<file path="src/rtl/core/hiq_pkg.sv">
// shared types, constants and the quality table of the homopolymer indel quality block
`timescale 1ns / 1ps
`default_nettype none

package hiq_pkg;

    // reference store geometry
    localparam int REF_DEPTH  = 65536;
    localparam int MAX_CHUNK  = 64;
    localparam int ADDR_W     = $clog2(REF_DEPTH);
    // cursor and lookup position, room for the saturated cursor plus one chunk
    localparam int CUR_W      = $clog2(REF_DEPTH + MAX_CHUNK + 2);

    // run lengths
    localparam int RUN_W      = 5;
    localparam int RUN_SAT    = 19;
    localparam int RUN_LIMIT  = 18;

    // field widths
    localparam int LEN_W      = 7;
    localparam int CHAR_W     = 8;
    localparam int BASE_W     = 8;
    localparam int POS_W      = 16;
    localparam int CMD_W      = 2;
    localparam int OP_W       = 4;
    localparam int S_DATA_W   = 40;

    // job queue between front and back
    localparam int JOBQ_DEPTH = 4;
    localparam int JOBQ_AW    = $clog2(JOBQ_DEPTH);

    localparam logic [CHAR_W-1:0] QUAL_BANG = 8'h21;
    localparam logic [CHAR_W-1:0] QUAL_ZERO = 8'h00;

    typedef enum logic [CMD_W-1:0] {
        CMD_REF_BASE   = 2'd0,
        CMD_READ_START = 2'd1,
        CMD_CIGAR      = 2'd2
    } t_cmd;

    typedef enum logic [OP_W-1:0] {
        OP_MATCH = 4'd0,
        OP_INS   = 4'd1,
        OP_DEL   = 4'd2,
        OP_SOFT  = 4'd4,
        OP_HARD  = 4'd5,
        OP_EQUAL = 4'd7,
        OP_DIFF  = 4'd8
    } t_cigar_op;

    typedef enum logic [1:0] {
        JOB_LOOKUP,
        JOB_BANG,
        JOB_ERROR
    } t_job_kind;

    typedef enum logic {
        F_TAKE,
        F_HEAD
    } t_front_state;

    typedef enum logic {
        B_IDLE,
        B_RUN
    } t_back_state;

    // one unit of back-end work: count results starting at lookup position pos
    typedef struct packed {
        t_job_kind               kind;
        logic [LEN_W-1:0]        count;
        logic [CUR_W-1:0]        pos;
    } t_hiq_job;

    // write port of the run length store
    typedef struct packed {
        logic                    en;
        logic [ADDR_W-1:0]       addr;
        logic [RUN_W-1:0]        data;
    } t_store_wr;

    // quality character for a run length, out of range gives '!'
    function automatic logic [CHAR_W-1:0] qual_lookup(input logic [RUN_W-1:0] run);
        logic [CHAR_W-1:0] q;
        case (run)
            5'd1, 5'd2, 5'd3: q = 8'h4d;  // M
            5'd4:             q = 8'h4c;  // L
            5'd5:             q = 8'h4b;  // K
            5'd6:             q = 8'h45;  // E
            5'd7:             q = 8'h43;  // C
            5'd8:             q = 8'h40;  // @
            5'd9:             q = 8'h3d;  // =
            5'd10:            q = 8'h3c;  // <
            5'd11:            q = 8'h3b;  // ;
            5'd12:            q = 8'h3a;  // :
            5'd13:            q = 8'h39;  // 9
            5'd14, 5'd15:     q = 8'h38;  // 8
            5'd16, 5'd17:     q = 8'h37;  // 7
            5'd18:            q = 8'h36;  // 6
            default:          q = QUAL_BANG;
        endcase
        return q;
    endfunction

endpackage

`default_nettype wire

</file>
<file path="src/rtl/core/hiq_queue.sv">
// short job queue between the front and the back
`timescale 1ns / 1ps
`default_nettype none

module hiq_queue
    import hiq_pkg::*;
(
    input  wire logic     i_clk,
    input  wire logic     i_rst_n,
    input  wire logic     i_push,
    input  wire t_hiq_job i_job,
    input  wire logic     i_pop,
    output t_hiq_job      o_job,
    output logic          o_empty,
    output logic          o_full
);

    t_hiq_job               r_mem [JOBQ_DEPTH];
    logic [JOBQ_AW-1:0]     r_wp;
    logic [JOBQ_AW-1:0]     r_rp;
    logic [JOBQ_AW:0]       r_cnt;
    logic [JOBQ_AW:0]       n_cnt;

    assign o_empty = (r_cnt == '0);
    assign o_full  = (r_cnt == (JOBQ_AW+1)'(JOBQ_DEPTH));
    assign o_job   = r_mem[r_rp];

    // occupancy
    always_comb begin
        n_cnt = r_cnt;
        if (i_push && !i_pop) begin
            n_cnt = r_cnt + 1'b1;
        end else if (i_pop && !i_push) begin
            n_cnt = r_cnt - 1'b1;
        end
    end

    // pointers
    always_ff @(posedge i_clk) begin
        if (!i_rst_n) begin
            r_wp  <= '0;
            r_rp  <= '0;
            r_cnt <= '0;
        end else begin
            r_cnt <= n_cnt;
            if (i_push) begin
                r_wp <= r_wp + 1'b1;
            end
            if (i_pop) begin
                r_rp <= r_rp + 1'b1;
            end
        end
    end

    // entries
    always_ff @(posedge i_clk) begin
        if (i_push) begin
            r_mem[r_wp] <= i_job;
        end
    end

endmodule

`default_nettype wire

</file>
<file path="config.mk">
export PLATFORM = sky130hd
export DESIGN_NAME = hiq_queue
export DESIGN_NICKNAME = d
export VERILOG_FILES = /design/src/rtl/core/hiq_pkg.sv /design/src/rtl/core/hiq_queue.sv
export SDC_FILE = /design/constraint.sdc
export NUM_CORES = 1
export LEC_CHECK = 0
export BUFFER_PORTS_ARGS = -buffer_cell sky130_fd_sc_hd__buf_2
export CORE_MARGIN = 4
export CORE_UTILIZATION = 26
export DETAILED_ROUTE_END_ITERATION = 6
export PLACE_DENSITY = 0.5
export SLEW_MARGIN = 30
export SYNTH_ARGS = -nofsm -noshare
export SYNTH_HDL_FRONTEND = slang
export SYNTH_SLANG_ARGS = --single-unit
</file>
<file path="constraint.sdc">
create_clock -name i_clk -period 1.49 [get_ports i_clk]
set_clock_uncertainty 0.05 [all_clocks]
set_input_delay 0.2235 -clock i_clk [delete_from_list [all_inputs] [get_ports i_clk]]
set_output_delay 0.2235 -clock i_clk [all_outputs]
set_load 0.02 [all_outputs]
</file>
==> results.rst, run 1 <==
.. list-table::
   :header-rows: 1

   * - Metric
     - Value
   * - Number of primary I/O pins
     - slightly below 60
   * - Clock Root Buffer
     - sky130_fd_sc_hd__clkbuf_16
   * - Placement Cell Area
     - between 0.004 and 0.005 sq mm
   * - Per-cell routed wire length
     - roughly 15 microns
   * - Worst hold path type
     - primary input to flip-flop
   * - Termination of the worst setup path
     - o_job[8]
   * - Power density normalized to cell area
     - ~1500 mW/mm^2
   * - Total Routed Length
     - between 7 and 8 mm
   * - Post-CTS setup repair buffer count
     - 0
   * - Final setup margin
     - -0.4429 ns
   * - Top fanout value on the critical path
     - 13
   * - Max-slew headroom
     - 0.8805
   * - Leakage power
     - ~2.1 nW
   * - Max Clk Rate
     - approximately 520 MHz
   * - All-Layer GR Usage
     - 0.09610
   * - Synth area leaders
     - sky130_fd_sc_hd__edfxtp_1 74%, sky130_fd_sc_hd__mux4_2 11%, sky130_fd_sc_hd__dfxtp_1 4.2%, sky130_fd_sc_hd__mux4_1 3.7%, sky130_fd_sc_hd__ha_1 1.5%
   * - Part of the cycle the worst path needs
     - 1.297
   * - Min Hold Slack
     - 0.07714 ns
   * - Die span in x
     - 135.7 microns
   * - Maximum number of pins on one net before global-route repair
     - 24
   * - Initial Utilization
     - 0.2661
   * - Post-route ant nets
     - 0
   * - Post-synthesis sequential element count
     - around 110
   * - Number of nets in the layout
     - ~330
   * - Number of cells on the worst reg-to-reg path
     - 4
   * - Post-route DRC violation count
     - 0
   * - Required arrival time at the worst endpoint
     - ~1.2 ns
   * - Worst VDD drop
     - just over 0.6 mV
   * - CTS Buffer Depth
     - 2
   * - Post-Syn Area per Cell
     - approximately 24 sq um
   * - Leading area contributor after synthesis
     - sky130_fd_sc_hd__edfxtp_1
   * - Capture instance of the worst register-to-register path
     - r_cnt[2]
   * - Data arrival, critical path
     - around 1.7 ns
   * - Worst slack, placed
     - -0.1576 ns
   * - Worst setup SP type
     - flip-flop
   * - Post-synthesis sequential area ratio
     - 0.7785
   * - Remaining global-route overflow
     - 0
   * - Power, Total
     - about 9 mW
   * - Number of buffers created by CTS
     - 17
   * - Fill cells
     - around 1500
   * - Outcome
     - finished, violations left
   * - Distinct cell type count after synthesis
     - 22
   * - Final sum of negative setup slack
     - -10.24 ns
   * - DR iter-0 viols
     - 106
   * - Post-synth top area share
     - 0.7361
   * - Unrepaired setup endpoints after global routing
     - yes
   * - Die footprint
     - 0.01843 sq mm
   * - Clock latency on the worst-skew pair
     - slightly below 0.4 ns
   * - Post-route cell area
     - around 0.0059 sq mm
   * - Area occupied by multi-input gates
     - 845.8 sq um
   * - Area of the core region
     - 0.01594 sq mm
   * - Half-perimeter wire length after detailed placement
     - slightly above 5 mm
   * - Register-to-register setup slack
     - approximately 0.060 ns
   * - Time the worst path needs with I/O delays and setup
     - ~1.9 ns
   * - Slew at the pin closest to its max-slew limit
     - about 0.18 ns
   * - TritonCTS sink count
     - between 100 and 150
   * - Global placement routability congestion
     - between 0.6 and 0.7
   * - Max H-tree Level
     - 4
   * - Number of input and output port buffers inserted
     - 57
   * - Number of cells produced by synthesis
     - between 150 and 200
   * - Number of antenna violations at the first check in global routing
     - 0
   * - Height of the chip
     - between 100 and 150 microns
   * - CTS clk-pin slew, worst paths
     - 0.05 ns
   * - Post-synthesis instance area
     - about 0.0042 sq mm
   * - Pins Over Slew Limit
     - 0
   * - Proportion of layout cells with a drive suffix above 1
     - 0.4437
   * - Placement row count
     - 46
   * - Setup-failing EPs final
     - 26
   * - Endpoint class of the critical path
     - output port
   * - Number of vias in the routed layout
     - 2062
   * - Final hold vios
     - 0
   * - Number of global-route vias before repair
     - 2304
   * - Number of nets in the synthesized netlist
     - around 220
   * - Area growth from synthesis to layout
     - 38.43%
   * - First-pass GRT wire length
     - about 13 mm
   * - Vias per inst
     - about 4.0
   * - Detailed Routing Iterations Pass 1
     - 4
   * - Clock tree from TritonCTS
     - built
   * - Diode count
     - 0
   * - Yosys Warn Count
     - 0
   * - Kind of critical path
     - flip-flop to output port
   * - Violated checks
     - setup timing
   * - FF+latch area
     - roughly 0.0033 sq mm
   * - Worst reg2reg path startpoint
     - r_cnt[0]
   * - Max_cap viols
     - 0
repair_timing:
action,in CTS,in global routing
setup endpoints to repair,26,73
endpoints found under the hold margin,104,0
pin swaps,0,1
hold buffers,26,0
resized for setup,21,14
synth_stat cells:
library cell               number
sky130_fd_sc_hd__ha_1           5
sky130_fd_sc_hd__fa_1           1
sky130_fd_sc_hd__mux4_1         6
sky130_fd_sc_hd__buf_6          1
sky130_fd_sc_hd__o21ai_0        1
sky130_fd_sc_hd__inv_1          4
sky130_fd_sc_hd__nor3_1         1
sky130_fd_sc_hd__xor2_1         3
sky130_fd_sc_hd__and2_1         9
sky130_fd_sc_hd__clkbuf_2       1
sky130_fd_sc_hd__dfxtp_1        9
sky130_fd_sc_hd__mux2i_1        2
sky130_fd_sc_hd__mux4_2        20
sky130_fd_sc_hd__nand2_1        1
sky130_fd_sc_hd__nor3b_1        1
sky130_fd_sc_hd__or3_1          1
sky130_fd_sc_hd__xnor2_1        2
sky130_fd_sc_hd__buf_2          2
sky130_fd_sc_hd__buf_12         2
sky130_fd_sc_hd__edfxtp_1     104
sky130_fd_sc_hd__a21boi_0       1
sky130_fd_sc_hd__nor2b_1        2
how the worst min path moves through the flow:
stage | to | depth (start not counted) | startpoint | slack (ns)
detailed placement | r_mem[2][4] | 1 | i_job[4] | 0.39
CTS | r_cnt[0] | 2 | i_rst_n | 0.05
finish | r_cnt[0] | 2 | i_rst_n | 0.08
floorplan | r_mem[0][0] | 0 | i_job[0] | 0.27
global placement | r_mem[0][4] | 1 | i_job[4] | 0.38
global route | r_cnt[0] | 2 | i_rst_n | 0.07
layer usage:
metal / GRT usage / wire length (microns) / part of all wire / up-vias
li1: - / - / - / 958
met1: 0.1189 / 3621 / 0.45 / 1042
met2: 0.1507 / 3900 / 0.49 / 52
met3: 0.03863 / 377 / 0.047 / 10
met4: 0.03863 / 93 / 0.012 / 0
met5: 0 / 0 / 0 / -
placed cells by master (no fill, tap or decap), drive strengths merged, types with 4 or more instances in the layout:
master / count
ha: 5
dfxtp: 9
mux4: 26
buf: 71
edfxtp: 104
and2: 9
inv: 4
dlygate4sd3: 26
clkinv: 8
clkbuf: 18
bufinv: 4
state kept, by name (all words and copies together), names as in the netlist, named ones only:
register and flops:
r_mem 104, r_cnt 3, r_rp 2, r_wp 2
worst max-delay path, stage by stage, from the launching register on:
cell	delay (ns)
sky130_fd_sc_hd__dfxtp_4	0.37
sky130_fd_sc_hd__buf_12	0.17
sky130_fd_sc_hd__mux4_2	0.53
sky130_fd_sc_hd__buf_2	0.18
where the power goes:
| group | total (mW) | switching [mW] | internal, mW |
|---|---|---|---|
| combinational | 1.00 | 0.501 | 0.500 |
| sequential | 3.70 | 0.0593 | 3.64 |
| clock | 4.04 | 1.29 | 2.75 |
| total | 8.75 | 1.85 | 6.90 |
per-stage QoR:
step | util | instances
final | 0.3684 | 518
after global routing | 0.3684 | 518
after CTS | 0.3659 | 518
after detailed placement | 0.3105 | 460
after global placement | 0.3105 | 460
after floorplan | - | 179
cell type report:
type,instances,area share
flip-flops and latches,113,0.5637
multi-input cells,56,0.1440
repair buffers,97,0.1417
clock buffers,18,0.07307
well taps,216,0.04602
clock inverters,14,0.02897
inverters,4,0.002556
cell families after synthesis:
| family | Yosys count | share of synthesized area |
|---|---|---|
| buf+inv | 10 | 0.01917 |
| compound gates | 2 | 0.002949 |
| simple gates | 15 | 0.02153 |
| mux | 28 | 0.1480 |
| fa+ha+maj | 6 | 0.01946 |
| xor+xnor | 5 | 0.01032 |
| flops | 113 | 0.7785 |
Note: power is estimated with default switching activity, not from simulation.
==> run 2: changes to the inputs <==
--- a/config.mk
+++ b/config.mk
@@ -6,10 +6,12 @@
 export NUM_CORES = 1
 export LEC_CHECK = 0
 export BUFFER_PORTS_ARGS = -buffer_cell sky130_fd_sc_hd__buf_2
+export CELL_PAD_IN_SITES_DETAIL_PLACEMENT = 0
+export CELL_PAD_IN_SITES_GLOBAL_PLACEMENT = 1
 export CORE_MARGIN = 4
 export CORE_UTILIZATION = 26
 export DETAILED_ROUTE_END_ITERATION = 6
-export PLACE_DENSITY = 0.5
+export PLACE_DENSITY = 0.54
 export SLEW_MARGIN = 30
 export SYNTH_ARGS = -nofsm -noshare
 export SYNTH_HDL_FRONTEND = slang
==> run 2 against run 1 <==
Compared with the run above:
- the run still ends with setup timing left
- maximum frequency is 1.3% lower
- worst setup slack worse by 0.026 ns
- final area is 0.96% higher
- count of clock-buffer cells in the layout is 2 higher
- die area stayed put
- largest power group unchanged
- highest routed layer unchanged
==> results.rst, run 2 (synthesis gave the netlist of run 1 again) <==
.. list-table::
   :header-rows: 1

   * - Metric
     - Value
   * - Initial Utilization
     - 0.2661
   * - Post-route DRC violation count
     - 0
   * - All-Layer GR Usage
     - 0.09825
   * - Placement Cell Area
     - about 0.0050 sq mm
   * - Commonest non-fill, non-tap cell in the layout
     - sky130_fd_sc_hd__edfxtp_1
   * - Number of nets in the layout
     - around 330
   * - Data arrival, critical path
     - about 1.7 ns
   * - Top fanout value on the critical path
     - 10
   * - Fill cells
     - approximately 1500
   * - Largest registers
     - r_mem: 104 flops, r_cnt: 3 flops
   * - CTS Buffer Depth
     - 2
   * - Max Clk Rate
     - a little over 500 MHz
   * - CP Cell Sequence
     - buf_12 > mux4_2 > buf_2
   * - Number of primary I/O pins
     - just under 60
   * - CP bufs+invs
     - 2
   * - Switching power total
     - between 1.5 and 2 mW
   * - Number of global-route vias before repair
     - between 2000 and 2500
   * - Max FFs per register
     - ~100
   * - Total internal power
     - slightly below 7 mW
   * - Clock latency on the worst-skew pair
     - 0.40 ns
   * - CP delay by family, top
     - multiplexers
   * - Number of antenna violations at the first check in global routing
     - 0
   * - Detailed Routing Iterations Pass 1
     - 5
   * - Final sum of negative setup slack
     - -11.33 ns
   * - Pins Over Slew Limit
     - 0
   * - Max_cap viols
     - 0
   * - Outcome
     - finished, violations left
   * - CTS clk-pin slew, worst paths
     - approximately 0.050 ns
   * - Leading cell types in the layout, fill and taps excluded
     - 104 x sky130_fd_sc_hd__edfxtp_1, 44 x sky130_fd_sc_hd__buf_2, 26 x sky130_fd_sc_hd__mux4_2, 25 x sky130_fd_sc_hd__dlygate4sd3_1, 17 x sky130_fd_sc_hd__clkbuf_16
   * - Worst setup SP type
     - flip-flop
   * - Proportion of layout cells with a drive suffix above 1
     - 0.4608
   * - Diode count
     - 0
   * - Number of vias in the routed layout
     - around 2100
   * - Remaining global-route overflow
     - 0
   * - Height of the chip
     - between 100 and 150 microns
   * - Setup-failing EPs final
     - 26
   * - Violated checks
     - setup timing
   * - Number of buffers created by CTS
     - 17
   * - Critical-path cell with the highest stage delay
     - sky130_fd_sc_hd__mux4_2
   * - Largest register by flop count
     - r_mem
   * - Part of the total power dissipated in sequential elements
     - 0.428
   * - Worst hold path type
     - primary input to flip-flop
   * - Max H-tree Level
     - 4
   * - Power, Total
     - between 8 and 9 mW
   * - Global placement routability congestion
     - about 0.67
   * - Post-route cell area
     - 0.005929 sq mm
   * - Required arrival time at the worst endpoint
     - 1.22 ns
   * - Vias per inst
     - approximately 4.1
   * - Area of the core region
     - 0.01594 sq mm
   * - Number of input and output port buffers inserted
     - 57
   * - Half-perimeter wire length after detailed placement
     - approximately 5.2 mm
   * - Endpoint class of the critical path
     - output port
   * - Total Routed Length
     - about 8.4 mm
   * - Slew at the pin closest to its max-slew limit
     - 0.1518 ns
   * - Part of the cycle the worst path needs
     - 1.315
   * - Longest individual stage delay on the worst path
     - approximately 0.52 ns
   * - Time the worst path needs with I/O delays and setup
     - between 1.5 and 2 ns
   * - Maximum number of pins on one net before global-route repair
     - 19
   * - Die footprint
     - between 0.015 and 0.02 sq mm
   * - Die span in x
     - between 100 and 150 microns
   * - Register-to-register setup slack
     - around 0.040 ns
   * - Switching share of power
     - 0.2172
   * - Relative contribution of the clock network to total power
     - 0.449
   * - Clock Root Buffer
     - sky130_fd_sc_hd__clkbuf_16
   * - Kind of critical path
     - flip-flop to output port
   * - Clock tree from TritonCTS
     - built
   * - Per-cell routed wire length
     - 16.10 microns
   * - Final hold vios
     - 0
   * - TritonCTS sink count
     - 113
   * - Final setup margin
     - -0.4693 ns
   * - Area growth from synthesis to layout
     - 39.75%
   * - Max-slew headroom
     - 0.8959
   * - First-pass GRT wire length
     - approximately 13 mm
   * - Unrepaired setup endpoints after global routing
     - yes
   * - Leakage power
     - around 2.1 nW
   * - Min Hold Slack
     - ~0.036 ns
   * - Worst VDD drop
     - 0.7572 mV
   * - Combinational Power Share
     - 0.122
   * - DR iter-0 viols
     - 97
   * - Placement row count
     - 46
   * - Post-route ant nets
     - 0
   * - Power density normalized to cell area
     - about 1500 mW/mm^2
[run 2: cell types whose count changed in the layout (fill, tap and decap cells not counted)]
cell,delta
sky130_fd_sc_hd__buf_16,+1
sky130_fd_sc_hd__bufinv_16,-1
sky130_fd_sc_hd__and2_4,+1
sky130_fd_sc_hd__clkinv_1,-2
sky130_fd_sc_hd__buf_12,+1
sky130_fd_sc_hd__nor3b_1,-1
sky130_fd_sc_hd__and2_2,-1
sky130_fd_sc_hd__clkbuf_1,+2
sky130_fd_sc_hd__clkinv_4,+1
sky130_fd_sc_hd__nor3b_2,+1
sky130_fd_sc_hd__nor3_1,-1
sky130_fd_sc_hd__buf_4,+3
sky130_fd_sc_hd__dlygate4sd3_1,-1
sky130_fd_sc_hd__nor3_4,+1
[run 2: routing by layer]
layer  vias up  share of wire  routed length (microns)  track usage
li1        968              -                        -            -
met2        51           0.48                     4070       0.1527
met1      1092           0.46                     3825       0.1244
met5         -              0                        0            0
met4         0          0.011                       90      0.03527
met3         8          0.050                      417      0.03975
[run 2: area by class of cell]
| type | instances | area, sq um | area share |
|---|---|---|---|
| well taps | 216 | 270.3 | 0.04558 |
| clock buffers | 20 | 436.7 | 0.07364 |
| inverters | 4 | 15.01 | 0.002532 |
| multi-input cells | 56 | 863.3 | 0.1456 |
| flip-flops and latches | 113 | 3311 | 0.5583 |
| repair buffers | 101 | 892.1 | 0.1505 |
| clock inverters | 12 | 141.4 | 0.02384 |
[run 2: path summary, 6_finish.rpt]
| check | endpoint | start | cells after the start |
|---|---|---|---|
| worst max-delay path | o_job[2] | flip-flop | 3 |
| worst min register to register | r_cnt[2] | r_cnt[2] | 2 |
| worst max register to register | r_cnt[2] | r_cnt[1] | 4 |
| worst min-delay path | r_mem[2][7] | i_job[7] | 1 |
[run 2: metrics by stage]
stage,setup slack (ns),std cells,utilization
3_5_place_dp,-0.1726,463,0.3119
6_report,-0.4693,522,0.3719
4_1_cts,-0.5132,521,0.3701
2_1_floorplan,0.01288,179,-
3_3_place_gp,-0.1192,463,0.3119
5_1_grt,-0.5438,522,0.3719
[run 2: worst register-to-register path, delay by kind of cell, from the launching register on]
family	cells	cell delay, ns
DFF	1	0.36
adders and majority gates	1	0.36
and+or+nand+nor	1	0.31
AOI/OAI and AO/OA	1	0.16
xor gates and xnor gates	1	0.15
[run 2: power by group through the flow]
stage | registers, mW | logic, mW | clock network [mW]
global route | 3.73 | 1.15 | 4.17
global placement | 3.75 | 0.905 | 0
CTS | 3.71 | 1.07 | 4.01
finish | 3.72 | 1.06 | 3.90
detailed placement | 3.76 | 0.913 | 0
floorplan | 3.74 | 0.557 | 0
[run 2: timing repair]
action                                  CTS  global route
endpoints found under the setup margin   28            42
gates resized for setup                  36             7
buffers inserted                          0             1
gates cloned                              1             0
hold buffers                             25             0
endpoints found under the hold margin   100             0
pin swaps                                 0             1
==> run 3: changes to the inputs <==
--- a/config.mk
+++ b/config.mk
@@ -9,9 +9,9 @@
 export CELL_PAD_IN_SITES_DETAIL_PLACEMENT = 0
 export CELL_PAD_IN_SITES_GLOBAL_PLACEMENT = 1
 export CORE_MARGIN = 4
-export CORE_UTILIZATION = 26
+export CORE_UTILIZATION = 30
 export DETAILED_ROUTE_END_ITERATION = 6
-export PLACE_DENSITY = 0.54
+export PLACE_DENSITY = 0.6
 export SLEW_MARGIN = 30
 export SYNTH_ARGS = -nofsm -noshare
 export SYNTH_HDL_FRONTEND = slang
==> run 3 against run 2 <==
Compared with the run above:
- the flow still finishes with violations (setup timing)
- critical endpoint is now o_job[7]
- non-clock buffer count rose by 2
- sequential share of layout area rose by 0.86 points
- total power fell by 1.0%
- die area fell by 13%
- largest cell class unchanged
- count of clock-buffer cells in the layout fell by 3
- final area fell by 1.5%
- via count fell by 1.3%
- critical path depth did not move
- register-to-register slack improved by 0.02 ns
==> results.rst, run 3 (synthesis gave the netlist of run 1 again) <==
.. list-table::
   :header-rows: 1

   * - Metric
     - Value
   * - Number of global-route vias before repair
     - 2382
   * - Worst setup SP type
     - flip-flop
   * - Data arrival, critical path
     - 1.69 ns
   * - Leading cell types in the layout, fill and taps excluded
     - 104 x sky130_fd_sc_hd__edfxtp_1, 47 x sky130_fd_sc_hd__buf_2, 26 x sky130_fd_sc_hd__mux4_2, 26 x sky130_fd_sc_hd__dlygate4sd3_1, 17 x sky130_fd_sc_hd__clkbuf_16
   * - Power, Total
     - 8.588 mW
   * - Half-perimeter wire length after detailed placement
     - about 5 mm
   * - Setup-failing EPs final
     - 26
   * - Number of input and output port buffers inserted
     - 57
   * - Fill cells
     - 1246
   * - Number of buffers created by CTS
     - 17
   * - Detailed Routing Iterations Pass 1
     - 6
   * - Largest register by flop count
     - r_mem
   * - TritonCTS sink count
     - approximately 110
   * - Number of antenna violations at the first check in global routing
     - 0
   * - Largest registers
     - r_mem: 104 flops, r_cnt: 3 flops
   * - Worst hold path type
     - primary input to flip-flop
   * - Power density normalized to cell area
     - between 1000 and 1500 mW/mm^2
   * - Final sum of negative setup slack
     - -11.34 ns
   * - Number of vias in the routed layout
     - approximately 2100
   * - Post-route cell area
     - 0.005839 sq mm
   * - Unrepaired setup endpoints after global routing
     - yes
   * - Kind of critical path
     - flip-flop to output port
   * - Post-route ant nets
     - 0
   * - Register-to-register setup slack
     - 0.06 ns
   * - Endpoint class of the critical path
     - output port
   * - Launch point of the worst hold path
     - i_rst_n
   * - Final setup margin
     - -0.4759 ns
   * - DR iter-0 viols
     - 76
   * - Max-slew headroom
     - 0.8706
   * - Leakage power
     - between 2 and 2.5 nW
   * - CTS Buffer Depth
     - 2
   * - Die span in x
     - about 130 microns
   * - Area of the core region
     - around 0.014 sq mm
   * - Max FFs per register
     - roughly 100
   * - Diode count
     - 0
   * - Clock Root Buffer
     - sky130_fd_sc_hd__clkbuf_16
   * - Part of the cycle the worst path needs
     - 1.319
   * - Worst slack, placed
     - -0.1793 ns
   * - Height of the chip
     - ~130 microns
   * - Worst VDD drop
     - 0.8090 mV
   * - Required arrival time at the worst endpoint
     - between 1 and 1.5 ns
   * - All-Layer GR Usage
     - 0.1113
   * - Number of nets in the layout
     - about 330
   * - Commonest non-fill, non-tap cell in the layout
     - sky130_fd_sc_hd__edfxtp_1
   * - Max H-tree Level
     - 4
   * - Pins Over Slew Limit
     - 0
   * - First-pass GRT wire length
     - 13.02 mm
   * - Total Routed Length
     - between 8 and 9 mm
   * - Worst reg2reg path startpoint
     - r_cnt[0]
   * - Placement row count
     - 43
   * - FF+latch area
     - roughly 0.0033 sq mm
   * - Placement Cell Area
     - between 0.004 and 0.005 sq mm
   * - Slew at the pin closest to its max-slew limit
     - ~0.19 ns
   * - Global placement routability congestion
     - 0.6536
   * - Max Clk Rate
     - 508.7 MHz
   * - Maximum number of pins on one net before global-route repair
     - 23
   * - Outcome
     - finished, violations left
   * - Die footprint
     - 0.01611 sq mm
   * - Max_cap viols
     - 0
   * - Area growth from synthesis to layout
     - 37.63%
   * - Remaining global-route overflow
     - 0
   * - Time the worst path needs with I/O delays and setup
     - approximately 2.0 ns
   * - Proportion of layout cells with a drive suffix above 1
     - 0.4578
   * - Vias per inst
     - about 4.3
   * - Clock tree from TritonCTS
     - built
   * - Final hold vios
     - 0
   * - Min Hold Slack
     - 0.08765 ns
   * - Violated checks
     - setup timing
   * - Top fanout value on the critical path
     - 11
   * - Per-cell routed wire length
     - 16.56 microns
   * - Number of primary I/O pins
     - 58
   * - Initial Utilization
     - 0.3057
   * - Post-route DRC violation count
     - 0
   * - CTS clk-pin slew, worst paths
     - approximately 0.050 ns
   * - Area occupied by multi-input gates
     - ~860 sq um
   * - Clock latency on the worst-skew pair
     - around 0.40 ns
[run 3: cell types whose count changed in the layout (fill, tap and decap cells not counted), moves of 3 or more]
cell and delta:
sky130_fd_sc_hd__buf_6 -3, sky130_fd_sc_hd__clkbuf_1 -3, sky130_fd_sc_hd__buf_4 +3, sky130_fd_sc_hd__buf_2 +3, sky130_fd_sc_hd__clkinv_1 +4
[run 3: repair_timing]
item                                   CTS  global route
setup endpoints to repair               28            29
setup buffers                            1             1
pin swaps                                0             1
endpoints found under the hold margin  104             0
gates resized for setup                 25             7
hold buffers                            26             0
[run 3: metal layers]
metal  GRT usage  routed length (microns)
met1      0.1393                     3594
met2      0.1694                     3959
met3     0.04800                      437
met4     0.04732                       91
met5           0                        0
[run 3: stage by stage]
step	std cells	util
4_1_cts	488	0.4194
2_1_floorplan	179	-
3_3_place_gp	429	0.3560
5_1_grt	488	0.4207
3_5_place_dp	429	0.3560
6_report	488	0.4207
[run 3: path summary, 6_finish.rpt]
kind              cells past startpoint        to
hold reg to reg                       2  r_cnt[2]
setup reg to reg                      4  r_cnt[2]
setup / recovery                      3  o_job[7]
hold / removal                        2  r_cnt[1]
[run 3: report_power, final]
| part | switching, mW | total [mW] | internal (mW) | leakage, nW |
|---|---|---|---|---|
| sequential | 0.0651 | 3.71 | 3.65 | 1.03 |
| combinational | 0.501 | 1.01 | 0.512 | 0.759 |
| clock | 1.29 | 3.86 | 2.57 | 0.281 |
| total | 1.86 | 8.59 | 6.73 | 2.07 |
[run 3: critical path: stages (launching register included)]
cell	delay, ns
sky130_fd_sc_hd__dfxtp_4	0.40
sky130_fd_sc_hd__buf_12	0.17
sky130_fd_sc_hd__mux4_2	0.53
sky130_fd_sc_hd__buf_2	0.18
[run 3: cell type report]
class                      instances  area share
tap                              180     0.03857
clock buffer                      17     0.07285
timing repair buffer             103      0.1470
multi-input combinational         56      0.1466
sequential                       113      0.5670
clock inverter                    15     0.02550
inverter                           4    0.002571
